<file path="config.mk">
export PLATFORM = sky130hd
export DESIGN_NAME = snap_keyword_list_parser
export DESIGN_NICKNAME = d
export VERILOG_FILES = /design/src/rtl/skl_pkg.sv /design/src/rtl/skl_match.sv /design/src/rtl/skl_core.sv /design/src/rtl/snap_keyword_list_parser.sv
export SDC_FILE = /design/constraint.sdc
export NUM_CORES = 1
export LEC_CHECK = 0
export ABC_AREA = 1
export BUFFER_PORTS_ARGS = -buffer_cell sky130_fd_sc_hd__buf_4
export CAP_MARGIN = 0
export CORE_MARGIN = 2
export CORE_UTILIZATION = 30
export DETAILED_ROUTE_END_ITERATION = 12
export PLACE_DENSITY = 0.54
export SLEW_MARGIN = 20
export SYNTH_ARGS = -nofsm -noshare
export SYNTH_HDL_FRONTEND = slang
export SYNTH_SLANG_ARGS = --single-unit
</file>
<file path="constraint.sdc">
create_clock -name clk -period 5.6 [get_ports clk]
set_input_delay 1.12 -clock clk [delete_from_list [all_inputs] [get_ports clk]]
set_output_delay 1.12 -clock clk [all_outputs]
set_load 0.1 [all_outputs]
</file>
<file path="src/rtl/skl_pkg.sv">
// Shared types and constants of the snap keyword list parser.
// Holds the word table, the result record and the character codes.
// No dependencies.
`default_nettype none

package skl_pkg;

    localparam int NUM_ROWS  = 11;
    localparam int NUM_WORDS = 23;

    localparam logic [NUM_WORDS-1:0] ALL_ALIVE = '1;
    localparam logic [3:0]           LEN_MAX   = 4'd15;
    localparam logic [3:0]           MIN_LEN   = 4'd3;

    localparam logic [7:0] CHAR_COMMA = 8'h2C;
    localparam logic [7:0] CHAR_SPACE = 8'h20;
    localparam logic [7:0] CHAR_TAB   = 8'h09;
    localparam logic [7:0] CHAR_LOW_A = 8'h61;
    localparam logic [7:0] CHAR_LOW_Z = 8'h7A;
    localparam logic [7:0] CASE_DIFF  = 8'h20;

    // Word 0 is NONE, then abbreviation and full word for each row.
    // Text is right aligned: character 0 sits at byte WORD_LEN-1.
    localparam logic [127:0] WORD_TEXT [NUM_WORDS] = '{
        "NONE",
        "END", "ENDPOINT",
        "MID", "MIDPOINT",
        "CEN", "CENTER",
        "NOD", "NODE",
        "QUA", "QUADRANT",
        "INT", "INTERSECTION",
        "INS", "INSERT",
        "PER", "PERPENDICULAR",
        "TAN", "TANGENT",
        "NEA", "NEAREST",
        "QUI", "QUICK"
    };

    localparam logic [3:0] WORD_LEN [NUM_WORDS] = '{
        4'd4,
        4'd3, 4'd8,
        4'd3, 4'd8,
        4'd3, 4'd6,
        4'd3, 4'd4,
        4'd3, 4'd8,
        4'd3, 4'd12,
        4'd3, 4'd6,
        4'd3, 4'd13,
        4'd3, 4'd7,
        4'd3, 4'd7,
        4'd3, 4'd5
    };

    typedef struct packed {
        logic                valid_res;
        logic [NUM_ROWS-1:0] mask;
    } result_t;

    typedef struct packed {
        logic [NUM_WORDS-1:0] row_alive;
        logic [3:0]           token_length;
        logic                 in_token;
        logic [NUM_ROWS-1:0]  acc_mask;
        logic                 any_token;
        logic                 none_hit;
        logic                 failed;
    } parse_state_t;

endpackage

`default_nettype wire

</file>
<file path="src/rtl/skl_match.sv">
// Character matcher: compares one upcased character against every word
// of the table at a given position. Depends on skl_pkg.
`default_nettype none

module skl_match (
    input  wire logic [7:0]                  character,
    input  wire logic [3:0]                  position,
    output logic [skl_pkg::NUM_WORDS-1:0]    keep
);
    import skl_pkg::*;

    logic [7:0] upper;

    always_comb
    begin
        if (character >= CHAR_LOW_A && character <= CHAR_LOW_Z)
        begin
            upper = character - CASE_DIFF;
        end
        else
        begin
            upper = character;
        end
    end

    for (genvar w = 0; w < NUM_WORDS; w++)
    begin : g_word
        logic [3:0] offset;
        logic [7:0] word_char;

        assign offset    = WORD_LEN[w] - 4'd1 - position;
        assign word_char = WORD_TEXT[w][{offset, 3'b000} +: 8];
        assign keep[w]   = (position < WORD_LEN[w]) && (word_char == upper);
    end

endmodule

`default_nettype wire

</file>
<file path="src/rtl/skl_core.sv">
// Parser state and token evaluation: one character per step, result on
// the last character. Depends on skl_pkg and skl_match.
`default_nettype none

module skl_core (
    input  wire logic             clk,
    input  wire logic             rst_n,
    input  wire logic             step,
    input  wire logic [7:0]       character,
    input  wire logic             last,
    output skl_pkg::result_t      result
);
    import skl_pkg::*;

    parse_state_t state_reg;
    parse_state_t state_next;
    parse_state_t stepped;
    parse_state_t ended;
    parse_state_t reset_state;

    logic                 separator;
    logic [3:0]           base_length;
    logic [NUM_WORDS-1:0] base_alive;
    logic [NUM_WORDS-1:0] keep;
    logic [NUM_ROWS-1:0]  hit;
    logic                 single_hit;
    logic                 ok;

    assign reset_state = '{row_alive: ALL_ALIVE, token_length: 4'd0, in_token: 1'b0,
                           acc_mask: '0, any_token: 1'b0, none_hit: 1'b0,
                           failed: 1'b0};

    assign separator = (character == CHAR_COMMA) || (character == CHAR_SPACE)
                    || (character == CHAR_TAB);

    assign base_length = state_reg.in_token ? state_reg.token_length : 4'd0;
    assign base_alive  = state_reg.in_token ? state_reg.row_alive : ALL_ALIVE;

    skl_match u_match (
        .character (character),
        .position  (base_length),
        .keep      (keep)
    );

    always_comb
    begin
        stepped = state_reg;
        if (!separator)
        begin
            stepped.in_token     = 1'b1;
            stepped.row_alive    = base_alive & keep;
            stepped.token_length = (base_length == LEN_MAX) ? LEN_MAX
                                                            : base_length + 4'd1;
        end
    end

    for (genvar r = 0; r < NUM_ROWS; r++)
    begin : g_row
        assign hit[r] = |stepped.row_alive[2*r+1 +: 2];
    end

    assign single_hit = (hit != '0) && ((hit & (hit - NUM_ROWS'(1))) == '0);

    always_comb
    begin
        ended = stepped;
        if ((separator || last) && stepped.in_token)
        begin
            ended.in_token = 1'b0;
            if (!stepped.failed)
            begin
                if (stepped.token_length < MIN_LEN)
                begin
                    ended.failed = 1'b1;
                end
                else
                begin
                    ended.any_token = 1'b1;
                    if (stepped.row_alive[0])
                    begin
                        ended.none_hit = 1'b1;
                    end
                    else if (single_hit)
                    begin
                        ended.acc_mask = stepped.acc_mask | hit;
                    end
                    else
                    begin
                        ended.failed = 1'b1;
                    end
                end
            end
        end
    end

    assign ok               = !ended.failed && ended.any_token;
    assign result.valid_res = ok;
    assign result.mask      = (ok && !ended.none_hit) ? ended.acc_mask : '0;

    always_comb
    begin
        state_next = state_reg;
        if (step)
        begin
            state_next = last ? reset_state : ended;
        end
    end

    always_ff @(posedge clk or negedge rst_n)
    begin
        if (!rst_n)
        begin
            state_reg <= reset_state;
        end
        else
        begin
            state_reg <= state_next;
        end
    end

endmodule

`default_nettype wire

</file>
<file path="src/rtl/snap_keyword_list_parser.sv">
// Top level of the snap keyword list parser: input register, parser core
// and result register. Depends on skl_pkg and skl_core.
//
// Usage:
//   s_* carries the text, one character per word; s_tlast marks the final
//   character of a text. m_* carries one result word per text.
//   The character is registered on acceptance and processed from the input
//   register; the result of a text is captured in the result register when
//   its last character is processed, and is then shown on m_*.
//   Throughput is one character per cycle, except while a last character
//   waits on the output side; the core updates its token match state per character.
//   Characters that are not last never wait on the output side; a last
//   character waits in the input register only while a previous result
//   is still held unaccepted on m_*, which stalls s_tready in turn.
//   Reset empties both registers and returns the parser to the start of a
//   text; after each result the parser returns to that state by itself.
`default_nettype none

module snap_keyword_list_parser (
    input  wire logic        clk,
    input  wire logic        rst_n,
    input  wire logic        s_tvalid,
    output logic             s_tready,
    input  wire logic [7:0]  s_tdata,   // [7:0] character
    input  wire logic        s_tlast,
    output logic             m_tvalid,
    input  wire logic        m_tready,
    output logic [15:0]      m_tdata    // [0] valid_res, [11:1] mask, [15:12] zero
);
    import skl_pkg::*;

    logic       in_valid_reg;
    logic       in_valid_next;
    logic [7:0] in_char_reg;
    logic       in_last_reg;
    logic       out_valid_reg;
    logic       out_valid_next;
    result_t    out_data_reg;
    result_t    result;
    logic       advance;

    assign advance  = in_valid_reg && (!in_last_reg || !out_valid_reg || m_tready);
    assign s_tready = !in_valid_reg || advance;

    skl_core u_core (
        .clk       (clk),
        .rst_n     (rst_n),
        .step      (advance),
        .character (in_char_reg),
        .last      (in_last_reg),
        .result    (result)
    );

    always_comb
    begin
        in_valid_next = in_valid_reg;
        if (s_tready)
        begin
            in_valid_next = s_tvalid;
        end
        out_valid_next = out_valid_reg;
        if (m_tready)
        begin
            out_valid_next = 1'b0;
        end
        if (advance && in_last_reg)
        begin
            out_valid_next = 1'b1;
        end
    end

    always_ff @(posedge clk or negedge rst_n)
    begin
        if (!rst_n)
        begin
            in_valid_reg  <= 1'b0;
            out_valid_reg <= 1'b0;
        end
        else
        begin
            in_valid_reg  <= in_valid_next;
            out_valid_reg <= out_valid_next;
        end
    end

    always_ff @(posedge clk)
    begin
        if (s_tvalid && s_tready)
        begin
            in_char_reg <= s_tdata;
            in_last_reg <= s_tlast;
        end
        if (advance && in_last_reg)
        begin
            out_data_reg <= result;
        end
    end

    assign m_tvalid = out_valid_reg;
    assign m_tdata  = {4'b0000, out_data_reg.mask, out_data_reg.valid_res};

endmodule

`default_nettype wire

</file>
==> impl_summary.txt <==
----------------------------------------------------
[Final layout]
  Final layout net count ... around 970
  Fraction of final layout cells sized beyond drive strength 1 ... around 16%
  Count of inserted antenna diode cells ... 0
  Post-route standard cell area excluding fillers ... ~6800 µm²
  Flip-flop count of the largest register, all copies and words added ... between 40 and 50
  Syn-to-layout area delta ... 10.03%

[Place]
  Sum of net half-perimeters after detailed placement ... around 14000 µm
  Total placed instance area ... around 6600 µm²
  Final weighted congestion in routability-driven placement ... between 0.9 and 1
  Worst setup slack before clock tree synthesis ... about 670 ps
  Buffers on Ports ... 26

[Power and ir drop]
  Portion of total power attributed to the clock network ... a little under a third
  Switching Fraction ... 38.62%
  Total leakage power ... about 3.3 nW
  Power Internal ... between 0.001 and 0.0015 W
  Sequential fraction of design power ... approximately a third
  Worst VDD drop ... a little under 0.2 mV
  Power spent charging and discharging nets ... roughly 0.00064 W
  Power density of the placed cells ... around 240 nW/µm²
  Fraction of power consumed by combinational cells ... between 30% and 40%
  Total power consumption of the routed design ... 0.001663 W

[Floorplan]
  Die width ... about 150 µm
  Die Span Y ... 147.8 µm
  Overall die area ... 21840 µm²
  Core Rows ... between 50 and 60
  Area of the core ... around 20000 µm²
  Ports placed on the boundary ... 31
  Initial Utilization ... between 30% and 40%

[Clocking]
  Later-pin clock latency in the skew report ... about 350 ps
  Clock-pin slew on the worst setup and hold paths ... 60 ps
  Post-CTS repair timing setup buffer count ... 0
  Inserted Clock Buffers ... 9
  Post_cts resized ... 0
  Clk sink count ... 65
  Number of buffers on the longest clock path ... 2
  TritonCTS clock tree ... yes
  Clock Tree Root ... clkbuf_16
  H-tree Lvls ... 3
  Cts hold-fix bufs ... 0

[Synth]
  Post-synthesis sequential element count ... 65
  Synth area leader ... nand2_1
  Cells after synthesis ... slightly above 900
  Mean instance size in the synthesized netlist ... 6.712 µm²
  Number of synthesized flops with an enable pin ... 21
  Dominant synthesized flop cell ... dfstp_2
  Top cells by area in the synthesized netlist ... nand2_1, edfxtp_1, dfstp_2
  Library cell with the highest instance count after synthesis ... nand2_1
  Sequential fraction of the synthesis area ... between 20% and 30%
  Distinct cell type count after synthesis ... 51
  Area share of the largest cell type after synthesis ... approximately 16%
  Post-synthesis instance area ... around 6200 µm²
  Most frequent cells after synthesis ... nand2_1, nand3_1, nor2_1
  Total of warnings raised by yosys ... 0
  Share of synthesized flip-flops with an asynchronous set or reset ... roughly two thirds

[Critical path]
  Cell with the largest stage delay on the worst path ... dfrtp_1
  CP dominant cell by count ... nand2_1
  Crit path buffers/inverters ... 4
  Max Fanout on Critical Path ... 14
  Largest incremental delay on the critical path ... about 670 ps
  Type of element capturing the critical path ... register
  CP Launch Type ... register
  Top delay family on crit path ... simple AND/OR/NAND/NOR gates
  Worst Path Required ... around 5800 ps
  Worst path arrival time ... about 5200 ps
  Category of the critical setup timing path ... register to register

[Global route]
  Combined global-route utilization of all metal layers ... roughly 18%
  Global-route wire length before repair ... 30650 µm
  Vias in the first global route ... roughly 5700
  Initial antenna violation count ... 0
  GR Overflow Total ... 0
  Pin count of the biggest net entering global routing ... between 40 and 50

[Timing]
  Number of hold violations in the final report ... 0
  Setup WS post-layout ... 607.5 ps
  Setup TNS Final ... 0 ps
  Slew HR ... approximately 46%
  Crit share post-route ... approximately nine tenths
  Upper clock frequency limit ... between 200 and 250 MHz
  Total setup violations reported at the end of the flow ... 0
  Clock skew ... between 10 and 15 ps
  Unrepaired setup endpoints after global routing ... false
  Minimum period implied by the final worst setup slack ... approximately 5000 ps
  Actual transition at the worst max-transition pin ... 807.2 ps
  Max Transition Viols Final ... 0

[Detailed routing]
  Drt via density ... 5.056
  Length of the first detailed-routing pass in iterations ... 5
  Antenna-violating nets left ... 0
  Via count ... a little over 6000
  DRC violation total after the first TritonRoute iteration ... roughly 500
  Total wire length ... about 19000 µm
  Total DRC errors in the routed layout ... 0
  Routed wire length per instance ... about 16 µm

[Hold path]
  Worst hold path type ... register to register

[Run]
  Max-cap viol count ... 0

[Status]
  Run status ... finished, final reports clean

----------------------------------------------------
[per-layer routing]
| layer | global-route usage, % | part of all wire [%] |
|---|---|---|
| met1 | 24.06 | 46 |
| met2 | 27.93 | 44 |
| met3 | 4.228 | 7.3 |
| met4 | 6.394 | 3.1 |
| met5 | 0 | 0 |
[area by class of cell]
cell class	instances	area [µm²]
timing repair buffer	38	285.3
fill	2215	13410
clock buffer	10	229.0
clock inverter	6	45.04
tap	270	337.8
sequential	65	1760
multi-input combinational	719	3786
inverter	99	380.4
[per-stage QoR]
stage / utilization [%] / cells / hold slack, ps
6_report: 33.73 / 1207 / 494.6
3_3_place_gp: 32.37 / 1191 / 486.9
3_5_place_dp: 32.37 / 1191 / 488.7
4_1_cts: 33.73 / 1207 / 497.9
5_1_grt: 33.73 / 1207 / 509.9
2_1_floorplan: - / 927 / 473.0
[power groups by stage]
stage / clock network (W) / registers (W) / logic, W
2_1_floorplan: 0 / 0.000612 / 0.000410
3_3_place_gp: 0 / 0.000591 / 0.000556
4_1_cts: 0.000532 / 0.000584 / 0.000555
5_1_grt: 0.000553 / 0.000590 / 0.000627
6_report: 0.000518 / 0.000584 / 0.000560
3_5_place_dp: 0 / 0.000592 / 0.000552
[path summary, 6_finish.rpt]
check                                                  from                          endpoint  slack (ps)  depth (start not counted)
max                        u_core.state_reg[14]$_DFFE_PN0P_          m_tdata[1]$_SDFFCE_PN0P_         610                         26
min                        u_core.state_reg[34]$_DFFE_PN1P_  u_core.state_reg[34]$_DFFE_PN1P_         490                          2
max reg2reg                u_core.state_reg[14]$_DFFE_PN0P_          m_tdata[1]$_SDFFCE_PN0P_         610                         26
min reg2reg                u_core.state_reg[34]$_DFFE_PN1P_  u_core.state_reg[34]$_DFFE_PN1P_         490                          2
max in group asynchronous                             rst_n  u_core.state_reg[12]$_DFFE_PN0P_        4390                          1
min in group asynchronous                             rst_n  u_core.state_reg[11]$_DFFE_PN0P_         800                          1
[cells in the final DEF (no fill, tap or decap), types with 3 or more instances in the layout]
master,n
buf_4,38
nand3_1,92
ha_1,24
nand2_1,270
nand4_1,18
o211ai_1,6
nand2_4,8
nand3_4,3
nor2_4,3
nand2_2,13
nor3_1,8
nor2_1,89
a22oi_1,16
inv_2,13
o21ai_0,47
o22ai_1,5
dfstp_2,23
nand3_2,8
conb_1,4
edfxtp_1,21
o21bai_1,10
inv_1,82
nor2_2,15
dfrtp_1,21
o31ai_1,3
or2_2,4
clkbuf_16,9
a21oi_1,31
clkinvlp_4,3
xor2_1,22
nand3b_1,4
a211oi_1,3
[cells by family (layout without fill, tap and decap cells)]
logic type               count (synthesis)  after routing  share of synthesized area, %
XOR/XNOR                                22             22                         3.107
AND/OR/NAND/NOR                        541            541                         40.41
flip-flops                              65             65                         28.38
other                                    1              4                       0.06046
AO/OA/AOI/OAI                          128            128                         12.45
buffers and inverters                  143            153                         10.75
adder cells (fa/ha/maj)                 24             24                         4.842
[worst min-delay path, stage by stage (launching register included)]
cell and delay [ps]:
dfstp_2 360, inv_1 50, a22oi_1 70
No activity file was read; power rests on OpenSTA's default activity.
